===== config.mk =====
export PLATFORM = sky130hd
export DESIGN_NAME = base64_stream_decoder_unit
export DESIGN_NICKNAME = d
export VERILOG_FILES = /design/src/bsd_pkg.sv /design/src/bsd_front.sv /design/src/bsd_queue.sv /design/src/bsd_back.sv /design/src/base64_stream_decoder_unit.sv
export SDC_FILE = /design/constraint.sdc
export NUM_CORES = 1
export LEC_CHECK = 0
export BUFFER_PORTS_ARGS = -buffer_cell sky130_fd_sc_hd__buf_2
export CAP_MARGIN = 20
export CORE_AREA = 5 5 116 118
export CTS_BUF_LIST = sky130_fd_sc_hd__clkbuf_16
export CTS_CLUSTER_DIAMETER = 200
export DETAILED_ROUTE_END_ITERATION = 8
export DIE_AREA = 0 0 121 123
export PLACE_DENSITY = 0.75
export SETUP_SLACK_MARGIN = 0.02
export SLEW_MARGIN = 20
export SYNTH_ARGS = -nofsm -noshare
export SYNTH_HDL_FRONTEND = slang
export SYNTH_SLANG_ARGS = --single-unit

===== constraint.sdc =====
create_clock -name clk -period 3.39 [get_ports clk]
set_input_delay 0.678 -clock clk [delete_from_list [all_inputs] [get_ports clk]]
set_output_delay 0.678 -clock clk [all_outputs]
set_load 0.01 [all_outputs]

===== src/bsd_pkg.sv =====
// ----------------------------------------------------------------------------
// bsd_pkg
// Shared types, character codes and alphabet lookup for the base64 decoder.
// ----------------------------------------------------------------------------
package bsd_pkg;

	localparam logic [7:0] PAD_CHAR   = 8'h3D; // '='
	localparam logic [7:0] CH_UPPER_A = 8'h41;
	localparam logic [7:0] CH_UPPER_Z = 8'h5A;
	localparam logic [7:0] CH_LOWER_A = 8'h61;
	localparam logic [7:0] CH_LOWER_Z = 8'h7A;
	localparam logic [7:0] CH_DIGIT_0 = 8'h30;
	localparam logic [7:0] CH_DIGIT_9 = 8'h39;
	localparam logic [7:0] CH_PLUS    = 8'h2B;
	localparam logic [7:0] CH_SLASH   = 8'h2F;

	// offsets that map each alphabet range onto its sextet value
	localparam logic [7:0] LOWER_OFS  = 8'd71;  // 'a' - 26
	localparam logic [7:0] DIGIT_OFS  = 8'd4;   // 52 - '0'
	localparam logic [6:0] SEXTET_62  = 7'd62;
	localparam logic [6:0] SEXTET_63  = 7'd63;
	localparam logic [6:0] NO_SEXTET  = 7'd64;

	localparam logic [1:0] POS_THIRD  = 2'd2;
	localparam logic [1:0] POS_FOURTH = 2'd3;

	// one decoded group, as handed from the front end to the output side
	typedef struct packed {
		logic [23:0] trip;     // three bytes, first byte in the top bits
		logic [1:0]  n_bytes;  // 1..3 bytes to send
		logic        err;      // error item: one zero byte, error flag
		logic        eom;      // last byte of this group closes the message
	} job_t;

	function automatic logic [6:0] sextet_of(input logic [7:0] ch);
		logic [7:0] d;
		logic [6:0] r;
		d = 8'd0;
		r = NO_SEXTET;
		if (ch >= CH_UPPER_A && ch <= CH_UPPER_Z) begin
			d = ch - CH_UPPER_A;
			r = d[6:0];
		end else if (ch >= CH_LOWER_A && ch <= CH_LOWER_Z) begin
			d = ch - LOWER_OFS;
			r = d[6:0];
		end else if (ch >= CH_DIGIT_0 && ch <= CH_DIGIT_9) begin
			d = ch + DIGIT_OFS;
			r = d[6:0];
		end else if (ch == CH_PLUS) begin
			r = SEXTET_62;
		end else if (ch == CH_SLASH) begin
			r = SEXTET_63;
		end
		return r;
	endfunction

endpackage


===== src/bsd_front.sv =====
// ----------------------------------------------------------------------------
// bsd_front
// Character intake: classifies each character, gathers sextets and posts
// one job per group finished before any bad character, one error job per malformed message end.
// ----------------------------------------------------------------------------
module bsd_front
	import bsd_pkg::*;
(
	input  logic       clk,
	input  logic       arst_n,
	input  logic       accept,
	input  logic [7:0] char_code,
	input  logic       final_char,
	output logic       push,
	output job_t       job,
	output logic [1:0] grp_pos
);

	logic [17:0] acc_q;
	logic [1:0]  pos_q;
	logic        tpad_q;
	logic        failed_q;

	logic [6:0]  sval;
	logic        is_pad;
	logic        bad;
	logic        failed_nxt;
	logic [5:0]  v;
	logic [1:0]  n_final;

	always_comb begin
		sval       = sextet_of(char_code);
		is_pad     = (char_code == PAD_CHAR);
		bad        = (sval == NO_SEXTET) && !(is_pad && pos_q >= POS_THIRD);
		failed_nxt = failed_q | bad;
		v          = (sval == NO_SEXTET) ? 6'd0 : sval[5:0];
		n_final    = 2'd3 - {1'b0, tpad_q} - {1'b0, is_pad};
	end

	always_comb begin
		push         = 1'b0;
		job.trip     = {acc_q, v};
		job.n_bytes  = 2'd3;
		job.err      = 1'b0;
		job.eom      = 1'b0;
		if (accept) begin
			if (pos_q != POS_FOURTH) begin
				if (final_char) begin
					push        = 1'b1;
					job.err     = 1'b1;
					job.eom     = 1'b1;
					job.n_bytes = 2'd1;
				end
			end else if (final_char) begin
				push = 1'b1;
				job.eom = 1'b1;
				if (failed_nxt) begin
					job.err     = 1'b1;
					job.n_bytes = 2'd1;
				end else begin
					job.n_bytes = n_final;
				end
			end else begin
				push = !failed_nxt;
			end
		end
	end

	always_ff @(posedge clk or negedge arst_n) begin
		if (!arst_n) begin
			acc_q    <= '0;
			pos_q    <= '0;
			tpad_q   <= 1'b0;
			failed_q <= 1'b0;
		end else if (accept) begin
			if (final_char) begin
				acc_q    <= '0;
				pos_q    <= '0;
				tpad_q   <= 1'b0;
				failed_q <= 1'b0;
			end else if (pos_q != POS_FOURTH) begin
				acc_q    <= {acc_q[11:0], v};
				pos_q    <= pos_q + 2'd1;
				failed_q <= failed_nxt;
				if (pos_q == POS_THIRD) begin
					tpad_q <= is_pad;
				end
			end else begin
				acc_q    <= '0;
				pos_q    <= '0;
				tpad_q   <= 1'b0;
				failed_q <= failed_nxt;
			end
		end
	end

	assign grp_pos = pos_q;

endmodule


===== src/bsd_queue.sv =====
// ----------------------------------------------------------------------------
// bsd_queue
// Short job queue between the intake and the byte output side.
// ----------------------------------------------------------------------------
module bsd_queue
	import bsd_pkg::*;
#(
	parameter int DEPTH = 4
) (
	input  logic clk,
	input  logic arst_n,
	input  logic push,
	input  job_t wr_job,
	input  logic pop,
	output logic full,
	output logic head_valid,
	output job_t head_job
);

	localparam int PTR_W = $clog2(DEPTH);
	localparam int CNT_W = $clog2(DEPTH + 1);

	job_t             mem_q [DEPTH];
	logic [PTR_W-1:0] wr_ptr_q;
	logic [PTR_W-1:0] rd_ptr_q;
	logic [CNT_W-1:0] cnt_q;

	function automatic logic [PTR_W-1:0] bump(input logic [PTR_W-1:0] p);
		return (p == PTR_W'(DEPTH - 1)) ? '0 : p + PTR_W'(1);
	endfunction

	always_ff @(posedge clk) begin
		if (push) begin
			mem_q[wr_ptr_q] <= wr_job;
		end
	end

	always_ff @(posedge clk or negedge arst_n) begin
		if (!arst_n) begin
			wr_ptr_q <= '0;
			rd_ptr_q <= '0;
			cnt_q    <= '0;
		end else begin
			if (push) begin
				wr_ptr_q <= bump(wr_ptr_q);
			end
			if (pop) begin
				rd_ptr_q <= bump(rd_ptr_q);
			end
			if (push && !pop) begin
				cnt_q <= cnt_q + CNT_W'(1);
			end else if (pop && !push) begin
				cnt_q <= cnt_q - CNT_W'(1);
			end
		end
	end

	assign full       = (cnt_q == CNT_W'(DEPTH));
	assign head_valid = (cnt_q != '0);
	assign head_job   = mem_q[rd_ptr_q];

endmodule


===== src/bsd_back.sv =====
// ----------------------------------------------------------------------------
// bsd_back
// Byte output side: unpacks the head job into bytes, one per cycle while
// out_stall is low, through a registered output stage.
// ----------------------------------------------------------------------------
module bsd_back
	import bsd_pkg::*;
(
	input  logic       clk,
	input  logic       arst_n,
	input  logic       head_valid,
	input  job_t       head_job,
	output logic       pop,
	output logic       out_valid,
	input  logic       out_stall,
	output logic [7:0] data_byte,
	output logic       is_error,
	output logic       end_of_message
);

	logic [1:0] idx_q;
	logic       valid_q;
	logic [7:0] data_q;
	logic       err_q;
	logic       eom_q;

	logic       load;
	logic       last_byte;
	logic [7:0] sel_byte;

	always_comb begin
		load      = head_valid && (!valid_q || !out_stall);
		last_byte = (idx_q == head_job.n_bytes - 2'd1);
		pop       = load && last_byte;
		case (idx_q)
			2'd0:    sel_byte = head_job.trip[23:16];
			2'd1:    sel_byte = head_job.trip[15:8];
			default: sel_byte = head_job.trip[7:0];
		endcase
	end

	always_ff @(posedge clk or negedge arst_n) begin
		if (!arst_n) begin
			idx_q   <= '0;
			valid_q <= 1'b0;
		end else begin
			if (load) begin
				idx_q   <= last_byte ? 2'd0 : idx_q + 2'd1;
				valid_q <= 1'b1;
			end else if (!out_stall) begin
				valid_q <= 1'b0;
			end
		end
	end

	always_ff @(posedge clk) begin
		if (load) begin
			data_q <= head_job.err ? 8'd0 : sel_byte;
			err_q  <= head_job.err;
			eom_q  <= head_job.eom && last_byte;
		end
	end

	assign out_valid      = valid_q;
	assign data_byte      = data_q;
	assign is_error       = err_q;
	assign end_of_message = eom_q;

endmodule


===== src/base64_stream_decoder_unit.sv =====
// ----------------------------------------------------------------------------
// base64_stream_decoder_unit
// Base64 (standard alphabet) stream decoder: one character in per item,
// decoded bytes or one error item out per message end.
// ----------------------------------------------------------------------------
// Throughput: one character per cycle, one byte per cycle, unless stalled.
// Path: the job of the character that closes a group is written into the
//   job queue on the accepting edge; its first byte then goes through the
//   output register.
// The intake stalls only when the job queue (QUEUE_DEPTH groups) is full.
// Reset (arst_n low, asynchronous) drops queued jobs and the output item
//   and starts a fresh message; no clearing pass is needed.
// ----------------------------------------------------------------------------
module base64_stream_decoder_unit
	import bsd_pkg::*;
#(
	parameter int QUEUE_DEPTH = 4
) (
	input  logic       clk,
	input  logic       arst_n,
	// character intake
	input  logic       in_valid,
	output logic       in_stall,
	input  logic [7:0] char_code,
	input  logic       final_char,
	// decoded byte output
	output logic       out_valid,
	input  logic       out_stall,
	output logic [7:0] data_byte,
	output logic       is_error,
	output logic       end_of_message
);

	logic       accept;
	logic       push;
	job_t       push_job;
	logic       q_full;
	logic       head_valid;
	job_t       head_job;
	logic       pop;
	logic [1:0] grp_pos;

	// Intake waits only on queue space, also for characters that post no job.
	assign in_stall = q_full;
	assign accept   = in_valid && !q_full;

	// front: alphabet lookup, sextet packing, group/message bookkeeping
	bsd_front u_front (
		.clk        (clk),
		.arst_n     (arst_n),
		.accept     (accept),
		.char_code  (char_code),
		.final_char (final_char),
		.push       (push),
		.job        (push_job),
		.grp_pos    (grp_pos)
	);

	// decouples intake from the output stall
	bsd_queue #(
		.DEPTH (QUEUE_DEPTH)
	) u_queue (
		.clk        (clk),
		.arst_n     (arst_n),
		.push       (push),
		.wr_job     (push_job),
		.pop        (pop),
		.full       (q_full),
		.head_valid (head_valid),
		.head_job   (head_job)
	);

	// back: one byte per cycle into the output register while not stalled
	bsd_back u_back (
		.clk            (clk),
		.arst_n         (arst_n),
		.head_valid     (head_valid),
		.head_job       (head_job),
		.pop            (pop),
		.out_valid      (out_valid),
		.out_stall      (out_stall),
		.data_byte      (data_byte),
		.is_error       (is_error),
		.end_of_message (end_of_message)
	);

	// error item is always a zero byte that ends the message
	a_err_item: assert property (@(posedge clk) disable iff (!arst_n)
		out_valid && is_error |-> data_byte == 8'd0 && end_of_message)
		else $error("error item malformed");

	// a stalled intake means jobs are waiting for the output side
	a_stall_has_work: assert property (@(posedge clk) disable iff (!arst_n)
		in_stall |-> head_valid)
		else $error("intake stalled with empty queue");

	// the last character of a message leaves the group counter at zero
	a_msg_restart: assert property (@(posedge clk) disable iff (!arst_n)
		in_valid && !in_stall && final_char |=> grp_pos == 2'd0)
		else $error("group position not cleared after message end");

	// a pop only happens while the output side is taking a byte
	a_pop_loads: assert property (@(posedge clk) disable iff (!arst_n)
		pop |=> out_valid)
		else $error("job popped without a byte sent");

endmodule

After elaboration in Yosys (flattened, before gate mapping). Memories as Yosys holds them, arrays and structs flattened. Index checks and enable logic that the tools add are counted.

RAM bits: 112. Bits of input ports: 13. Memories kept: 1. Register bits: 42. Output and inout port bits: 12. Word-level logic and storage cells: 103.

Mux-type cells: 34. Equal/unequal tests: 13. Order comparisons: 7. Bitwise logic cells: 1. Reduce and logical (&&, ||, !) cells: 23. $add $sub $neg: 12.

Memories: u_queue.mem_q (words 4, bits a word 28, rd ports 1, clocked after Yosys merged registers in 0, wr ports 1, RTL line bsd_queue.sv:23) `job_t mem_q [DEPTH];`.

Operator list (number): 18-bit two-way mux (2); 7-bit two-way mux (5); 8-bit by 6-bit == test with 1-bit output, second input constant (3); 8-bit by 7-bit greater-or-equal comparator with 1-bit output, second input constant (2); 8-bit by 7-bit less-or-equal comparator with 1-bit output, second input constant (2); 4-bit two-way mux (4); 8-bit one-hot mux with 2 select lines (1); 7-bit subtractor, second input constant (2); 1-bit two-way mux (13); 2-bit two-way mux (6); 1-bit logical AND (11); 2-bit by 1-bit adder with 2-bit output, second input constant (4); 8-bit by 6-bit greater-or-equal comparator with 1-bit output, second input constant (1); 8-bit by 6-bit less-or-equal comparator with 1-bit output, second input constant (1); 7-bit by 3-bit adder with 7-bit output, second input constant (1); 7-bit == test, second input constant (1); 1-bit logical NOT (7); 2-bit == test, second input constant (3); 3-bit two-way mux (2); 6-bit two-way mux (1); 3-bit by 1-bit adder with 3-bit output, second input constant (1); 3-bit == test, second input constant (1); 3-bit != test, second input constant (1); 3-bit nonzero test (1); other kinds (14) (14).

Logic depth before layout (Yosys ltp). Gate-level depths: netlist (run 1).

Depth after elaboration: 17. Depth in mapped cells: 14. Mapped depth without buffers: 14.

Cells and area by module. A second synthesis (run 1) with hierarchy kept.

Cell total of the unflattened synthesis: 395. Area, all modules: 6631.4 µm².

Modules (own cells, without submodules): bsd_queue (area an instance 4455.5 µm², seq. area each 3538.4 µm², cells each 183, times used 1); bsd_front (area an instance 1495.2 µm², seq. area each 550.5 µm², cells each 146, times used 1); bsd_back (area an instance 666.9 µm², seq. area each 375.4 µm², cells each 65, times used 1); base64_stream_decoder_unit (area an instance 13.8 µm², seq. area each 0.0 µm², cells each 1, times used 1).

Least setup slack after synthesis (run 1). Ideal clock, no wire load.

Path kind: input to register. Start: input char_code[2]. End: memory u_queue.mem_q[3][0] in the netlist's numbering, enable pin. Path buffers: 0. Arrival time: 3.168 ns. Setup time: 0.387 ns. Required time: 3.003 ns. Cell stages on the path: 9. Setup slack: -0.165 ns. Cells stage by stage: inv_1 > ha_1 > a21oi_2 > a311oi_2 > nor2_2 > mux2_4 > and3_4 > a221oi_4 > and2_1.

Longest elaborated chain between the ends: 15. Elaborated cells between the ends (all ways): 31. Those cells by class: add/sub (3); order compare (6); eq/ne (4); mux (10); bitwise (1); reduce/logical (7).

Ends and longest elaborated chain: start, declared (RTL line base64_stream_decoder_unit.sv:24) `input logic [7:0] char_code,`; parallel branches: the longest is 7 deep, another holds 8-bit by 6-bit greater-or-equal comparator with 1-bit output; 1-bit logical AND (*) (RTL line bsd_front.sv:34) `bad = (sval == NO_SEXTET) && !(is_pad && pos_q >= POS_THIRD);`; 1-bit OR (*) (RTL line bsd_front.sv:35) `failed_nxt = failed_q | bad;`; 1-bit logical NOT (*) (RTL line bsd_front.sv:64) `push = !failed_nxt;`; 1-bit two-way mux (*) (RTL line bsd_front.sv:54) `end else if (final_char) begin`; 1-bit two-way mux (*) (RTL line bsd_front.sv:47) `if (pos_q != POS_FOURTH) begin`; 1-bit two-way mux (*) (RTL line bsd_front.sv:46) `if (accept) begin`; net push (RTL line base64_stream_decoder_unit.sv:35) `logic push;`; 1-bit two-way mux (*) (RTL line bsd_queue.sv:33) `if (push) begin`; 1-bit two-way mux (not written as such) (*) (RTL line bsd_queue.sv:34) `mem_q[wr_ptr_q] <= wr_job;`; end, declared (RTL line bsd_queue.sv:23).

Mark *: on every way through the listed nets, which the timed path passes.

Final worst setup path (run 1).
Start: input char_code[2]. End: register u_queue.cnt_q[2].

Longest elaborated chain between the ends: 16. Elaborated cells between the ends (all ways): 34. Those cells by class: add/sub (3); order compare (6); eq/ne (4); mux (9); bitwise (1); reduce/logical (11).

Ends and longest elaborated chain: parallel branches: the longest is 7 deep, another holds 8-bit by 6-bit greater-or-equal comparator with 1-bit output; 1-bit logical AND (*) (RTL line bsd_front.sv:34); 1-bit OR (*) (RTL line bsd_front.sv:35); 1-bit logical NOT (*) (RTL line bsd_front.sv:64); 1-bit two-way mux (*) (RTL line bsd_front.sv:54); 1-bit two-way mux (*) (RTL line bsd_front.sv:47); 1-bit two-way mux (*) (RTL line bsd_front.sv:46); net push (RTL line base64_stream_decoder_unit.sv:35); 1-bit logical NOT (RTL line bsd_queue.sv:52) `end else if (pop && !push) begin`; 1-bit logical AND (RTL line bsd_queue.sv:52); 2-bit nonzero test (no line); end signal, assigned (RTL line bsd_queue.sv:51) `cnt_q <= cnt_q + CNT_W'(1);`; end signal, assigned (RTL line bsd_queue.sv:53) `cnt_q <= cnt_q - CNT_W'(1);`; end, declared (RTL line bsd_queue.sv:26) `logic [CNT_W-1:0] cnt_q;`.

Marked as above. A chain may end at the register's enable or synchronous reset.

==> results of run 1 <==
## where the power goes
| part | internal [uW] | switching, uW |
|---|---|---|
| Combinational | 741 | 862 |
| Sequential | 2400 | 151 |
| Clock | 1070 | 709 |
| Total | 4210 | 1720 |
## sequential cells by signal, summed over array words and instances (netlist names)
name and count:
u_front.failed_q 1, u_back.data_byte 8, u_queue.rd_ptr_q 2, u_queue.mem_q 112, u_back.is_error 1, u_front.tpad_q 1
u_back.end_of_message 1, u_queue.wr_ptr_q 2, u_front.acc_q 18, u_front.grp_pos 2, u_back.idx_q 2, u_queue.cnt_q 3
u_back.out_valid 1
## metrics by stage
stage | TNS (ns) | std cells | util | setup WS (ns)
3_3_place_gp | -0.0232 | 613 | 0.587 | -0.0231
2_1_floorplan | 0 | 392 | - | 0.0220
4_1_cts | 0 | 645 | 0.632 | 0.334
6_report | 0 | 645 | 0.632 | 0.313
5_1_grt | 0 | 645 | 0.632 | 0.174
3_5_place_dp | -0.196 | 613 | 0.587 | -0.107
## metal layers
layer | part of all wire | vias to the layer above | wire length (microns) | GRT usage
met5 | 0 | - | 0 | 0
met4 | 0.017 | 0 | 209 | 0.0623
met3 | 0.045 | 17 | 550 | 0.0448
met2 | 0.50 | 105 | 6200 | 0.307
met1 | 0.43 | 1847 | 5320 | 0.236
li1 | - | 1665 | - | -
## kinds of logic (layout without fill, tap and decap cells)
family | Yosys count | in the layout | synth area share
buf+inv | 34 | 115 | 0.0203
mux | 34 | 34 | 0.108
compound gates | 70 | 70 | 0.0801
simple gates | 72 | 72 | 0.0596
fa+ha+maj | 20 | 20 | 0.0394
flops | 154 | 154 | 0.682
xor+xnor | 8 | 8 | 0.0107
## worst max-delay path: stages
cell and delay, ns:
buf_2 0.12, clkinvlp_4 0.13, ha_4 0.20, nor2b_1 0.13, o21ai_1 0.22, buf_4 0.17, and2_1 0.16, a221oi_1 0.12
and3_4 0.21, a221oi_4 0.24, ha_2 0.23, inv_1 0.06, fa_2 0.33, xor2_1 0.16, nor2_1 0.12, xor2_1 0.14
## path summary, 6_finish.rpt
check                                                  endpoint  depth (start not counted)  slack [ns]                             from
worst max-delay path               u_queue.cnt_q[2]$_DFFE_PN0P_                         16        0.31                     char_code[2]
worst min-delay path                u_back.idx_q[1]$_DFFE_PN0P_                          1        0.37                           arst_n
worst max register to register     u_queue.cnt_q[2]$_DFFE_PN0P_                         11        0.51  u_queue.rd_ptr_q[0]$_DFFE_PN0P_
worst min register to register     u_back.out_valid$_DFFE_PN0P_                          2        0.49     u_back.out_valid$_DFFE_PN0P_
max in group asynchronous       u_queue.rd_ptr_q[0]$_DFFE_PN0P_                          1        2.45                           arst_n
min in group clk                   u_back.out_valid$_DFFE_PN0P_                          3        0.47                        out_stall
## cell usage in the layout (no fill, tap or decap), types with 3 or more instances in the layout
cell type | synthesis | layout
a21oi_1 | 13 | 13
a22o_1 | 16 | 16
a22oi_1 | 9 | 9
a31oi_1 | 4 | 4
and2_2 | 0 | 4
buf_12 | 0 | 6
buf_2 | 4 | 24
buf_4 | 0 | 34
clkbuf_16 | 0 | 17
clkinv_1 | 0 | 3
clkinv_2 | 0 | 3
clkinvlp_4 | 0 | 7
dfrtp_1 | 32 | 31
edfxtp_1 | 122 | 122
ha_1 | 19 | 15
inv_1 | 19 | 17
mux2_4 | 3 | 3
mux4_2 | 28 | 28
nand2_1 | 24 | 23
nand2b_1 | 4 | 4
nand3_1 | 3 | 3
nor2_1 | 12 | 12
nor2b_1 | 4 | 4
nor3_1 | 4 | 4
o21ai_0 | 10 | 10
xnor2_1 | 5 | 5
xor2_1 | 3 | 3
## layout make-up
type | instances | area [sq um] | area share
inverters | 19 | 75.1 | 0.00960
clock buffers | 17 | 425 | 0.0544
flip-flops and latches | 154 | 4470 | 0.571
multi-input cells | 204 | 2010 | 0.257
clock inverters | 15 | 135 | 0.0173
repair buffers | 64 | 495 | 0.0634
well taps | 172 | 215 | 0.0275
==> flow_summary.json, run 1 <==
{
  "h-tree-depth": 4,
  "p_per_area_nw_per_um2": 759,
  "grt_pass1_vias": 3825,
  "design_area_sq_um": 7820,
  "start_kind": "input port",
  "cts_buffers": 17,
  "postCtsSetupBuffers": 0,
  "holdBufCountCts": 0,
  "avgSynthCellArea_sq_um": 16.7,
  "wirelength_mm": 12.3,
  "rsz0062_at_grt": "no",
  "place_area_sq_um": 7260,
  "syn_inst": 392,
  "areaGrowthSynthToFinish_pct": 19.4,
  "synthFlopType": "edfxtp_1",
  "syn-num-nets": 425,
  "path_class": "in -> reg",
  "cts_resized": 0,
  "clkLatencyLatePin_ns": 0.42,
  "holdWs_ns": 0.365,
  "die_y_microns": 123,
  "synth_most_common_cell": "edfxtp_1",
  "routabilityCongestion": 0.875,
  "start_util": 0.530,
  "critPathArrivalTime_ns": 3.42,
  "viasPerCell": 5.63,
  "outcome": "finished clean",
  "cp-end-kind": "register",
  "finalHoldViolCount": 0,
  "route.vias.total": 3634,
  "synth_area_leaders": "edfxtp_1, dfrtp_1, mux4_2",
  "drv_cap": 0,
  "skew_ns": 0.00667,
  "final_max_slew_viol_count": 0,
  "ys_types": 53,
  "post-route-period-util": 0.908,
  "drive_gt1_frac": 0.321,
  "power.total_uw": 5930,
  "coreArea_sq_um": 12400,
  "p_leak_uw": 0.00290,
  "dieArea_sq_um": 14900,
  "path_clk_slew_ns": 0.06,
  "overflow": 0,
  "relSlewSlack": 0.439,
  "antenna_found_initial": 0,
  "yosysWarnings": 0,
  "yosys.area.top_type": "edfxtp_1",
  "firstDrtPassIters": 5,
  "grt_usage": 0.183,
  "synth-seq-cells": 154,
  "numPortBuffers": 24,
  "crit_path_max_fanout": 5,
  "synth_top_area_frac": 0.560,
  "ir_worst_vdd_uv": 386,
  "syn_area_sq_um": 6550,
  "drt-wirelength-per-cell_microns": 19.0,
  "seq_area_frac_synth": 0.682,
  "fillers": 861,
  "async_flop_share": 0.208,
  "period_needed_ns": 3.08,
  "hold_class": "in -> async",
  "required_ns": 3.73,
  "ctsRootBufferMaster": "clkbuf_16",
  "drc": 0,
  "max_freq_ghz": 0.325,
  "tightestPinTransition_ns": 0.841,
  "ant_nets": 0,
  "synth_edf_count": 122,
  "grt_pass1_wl_mm": 20.3,
  "drt_iter0_drc": 285,
  "rows": 41,
  "fin_nets": 493,
  "die_w_microns": 121,
  "clock-sinks": 154,
  "grt_max_degree": 33,
  "post-dp-hpwl_mm": 7.80,
  "clock_path_buffers": 2,
  "ios": 25,
  "synthTopCellsByCount": "edfxtp_1, dfrtp_1, mux4_2, nand2_1",
  "cts_tree": "yes",
  "setup_viol": 0,
  "antenna_cells": 0
}
Power figures use the tool's default switching activity.
==> run 2: changes to the inputs <==
- CORE_AREA: 5 5 116 118 -> 5 5 110 112
- DIE_AREA: 0 0 121 123 -> 0 0 115 117
- PLACE_DENSITY: 0.75 -> 0.82
==> flow_summary.json, run 2 (synthesis results as in run 1) <==
{
  "outcome": "finished clean",
  "firstDrtPassIters": 5,
  "drive_gt1_frac": 0.333,
  "h-tree-depth": 4,
  "route.vias.total": 3788,
  "fin_setup_tns_ns": 0,
  "holdBufCountCts": 0,
  "wirelength_mm": 14.0,
  "rsz0062_at_grt": "no",
  "antenna_found_initial": 0,
  "largest_register": "u_queue.mem_q",
  "period_needed_ns": 3.17,
  "viasPerCell": 6.10,
  "skew_ns": 0.0108,
  "relSlewSlack": 0.447,
  "start_kind": "input port",
  "ctsRootBufferMaster": "clkbuf_16",
  "clock-sinks": 154,
  "rows": 39,
  "finalHoldViolCount": 0,
  "numPortBuffers": 24,
  "register_area_sq_um": 4470,
  "drv_cap": 0,
  "drt-wirelength-per-cell_microns": 22.6,
  "dieArea_sq_um": 13500,
  "grt_pass1_vias": 3993,
  "overflow": 0,
  "final_max_slew_viol_count": 0,
  "cts_resized": 0,
  "hold_class": "in -> async",
  "grt_max_degree": 33,
  "post-dp-hpwl_mm": 8.74,
  "tightestPinTransition_ns": 0.829,
  "p_leak_uw": 0.00297,
  "fillers": 655,
  "drt_iter0_drc": 352,
  "areaGrowthSynthToFinish_pct": 20.5,
  "ir_worst_vdd_uv": 458,
  "largest_reg_flops": 112,
  "die_y_microns": 117,
  "grt_pass1_wl_mm": 22.5,
  "path_class": "in -> reg",
  "setup_viol": 0,
  "ant_nets": 0,
  "grt_usage": 0.227,
  "clkLatencyLatePin_ns": 0.43,
  "multi_input_area_sq_um": 2010,
  "coreArea_sq_um": 11100,
  "cts_buffers": 17,
  "setup_ws_ns": 0.216,
  "required_ns": 3.70,
  "mostFrequentLayoutCells": "edfxtp_1, buf_4, dfrtp_1",
  "path_clk_slew_ns": 0.06,
  "postCtsSetupBuffers": 0,
  "max_freq_ghz": 0.315,
  "crit_path_max_fanout": 5,
  "critPathArrivalTime_ns": 3.48,
  "mostFrequentLayoutCell": "edfxtp_1",
  "cts_tree": "yes",
  "drc": 0,
  "fin_nets": 498,
  "start_util": 0.589,
  "post-route-period-util": 0.936,
  "ios": 25,
  "place_ws_ns": -0.169,
  "cp-end-kind": "register",
  "routabilityCongestion": 0.928,
  "antenna_cells": 0,
  "p_per_area_nw_per_um2": 784,
  "clock_path_buffers": 2,
  "die_w_microns": 115
}
run 2: changes by cell type in the layout (fill, tap and decap cells not counted), sizes merged:
cell      previous run  this run
bufinv               2         4
buf                 64        69
clkinvlp             7         4
clkinv               6         7
run 2: final timing paths:
kind	start	slack, ns	endpoint	depth (start not counted)
max	char_code[2]	0.22	u_queue.cnt_q[1]$_DFFE_PN0P_	14
min	arst_n	0.35	u_back.out_valid$_DFFE_PN0P_	1
max reg2reg	u_queue.rd_ptr_q[0]$_DFFE_PN0P_	0.33	u_queue.cnt_q[2]$_DFFE_PN0P_	11
min reg2reg	u_queue.cnt_q[2]$_DFFE_PN0P_	0.50	u_queue.cnt_q[2]$_DFFE_PN0P_	1
max in group asynchronous	arst_n	2.47	u_queue.rd_ptr_q[0]$_DFFE_PN0P_	1
min in group clk	out_stall	0.48	u_back.out_valid$_DFFE_PN0P_	3
run 2: final cells by class:
cell class | count | area share
inverter | 19 | 0.00951
clock buffer | 17 | 0.0539
sequential | 154 | 0.566
multi-input combinational | 204 | 0.254
clock inverter | 15 | 0.0233
tap | 143 | 0.0227
timing repair buffer | 69 | 0.0707
run 2: per-layer routing:
metal / GRT usage / vias up / share of wire
met5: 0 / - / 0
met4: 0.0806 / 0 / 0.016
met3: 0.0432 / 19 / 0.055
met2: 0.399 / 125 / 0.53
met1: 0.286 / 1967 / 0.40
li1: - / 1677 / -
run 2: power by group:
group	switching, uW	internal (uW)	leakage (uW)
clock	725	1220	0.000297
sequential	172	2400	0.00154
combinational	910	757	0.00113
run 2: stage by stage:
step	total power, uW	util	instance area (sq um)	cells	hold slack (ns)
2_1_floorplan	3660	-	6610	392	0.382
3_3_place_gp	4140	0.655	7280	589	0.465
3_5_place_dp	4250	0.655	7280	589	0.491
4_1_cts	6220	0.709	7890	621	0.383
5_1_grt	6480	0.709	7890	621	0.427
6_report	6190	0.709	7890	621	0.354
run 2: critical path, cell delays in order:
cell        delay (ns)
buf_2             0.12
clkinvlp_4        0.13
ha_4              0.18
buf_4             0.14
nand2_1           0.05
o21ai_1           0.12
and2_1            0.22
a221oi_1          0.49
and3_4            0.30
a221oi_4          0.07
ha_2              0.19
inv_1             0.07
fa_2              0.43
mux2_2            0.27
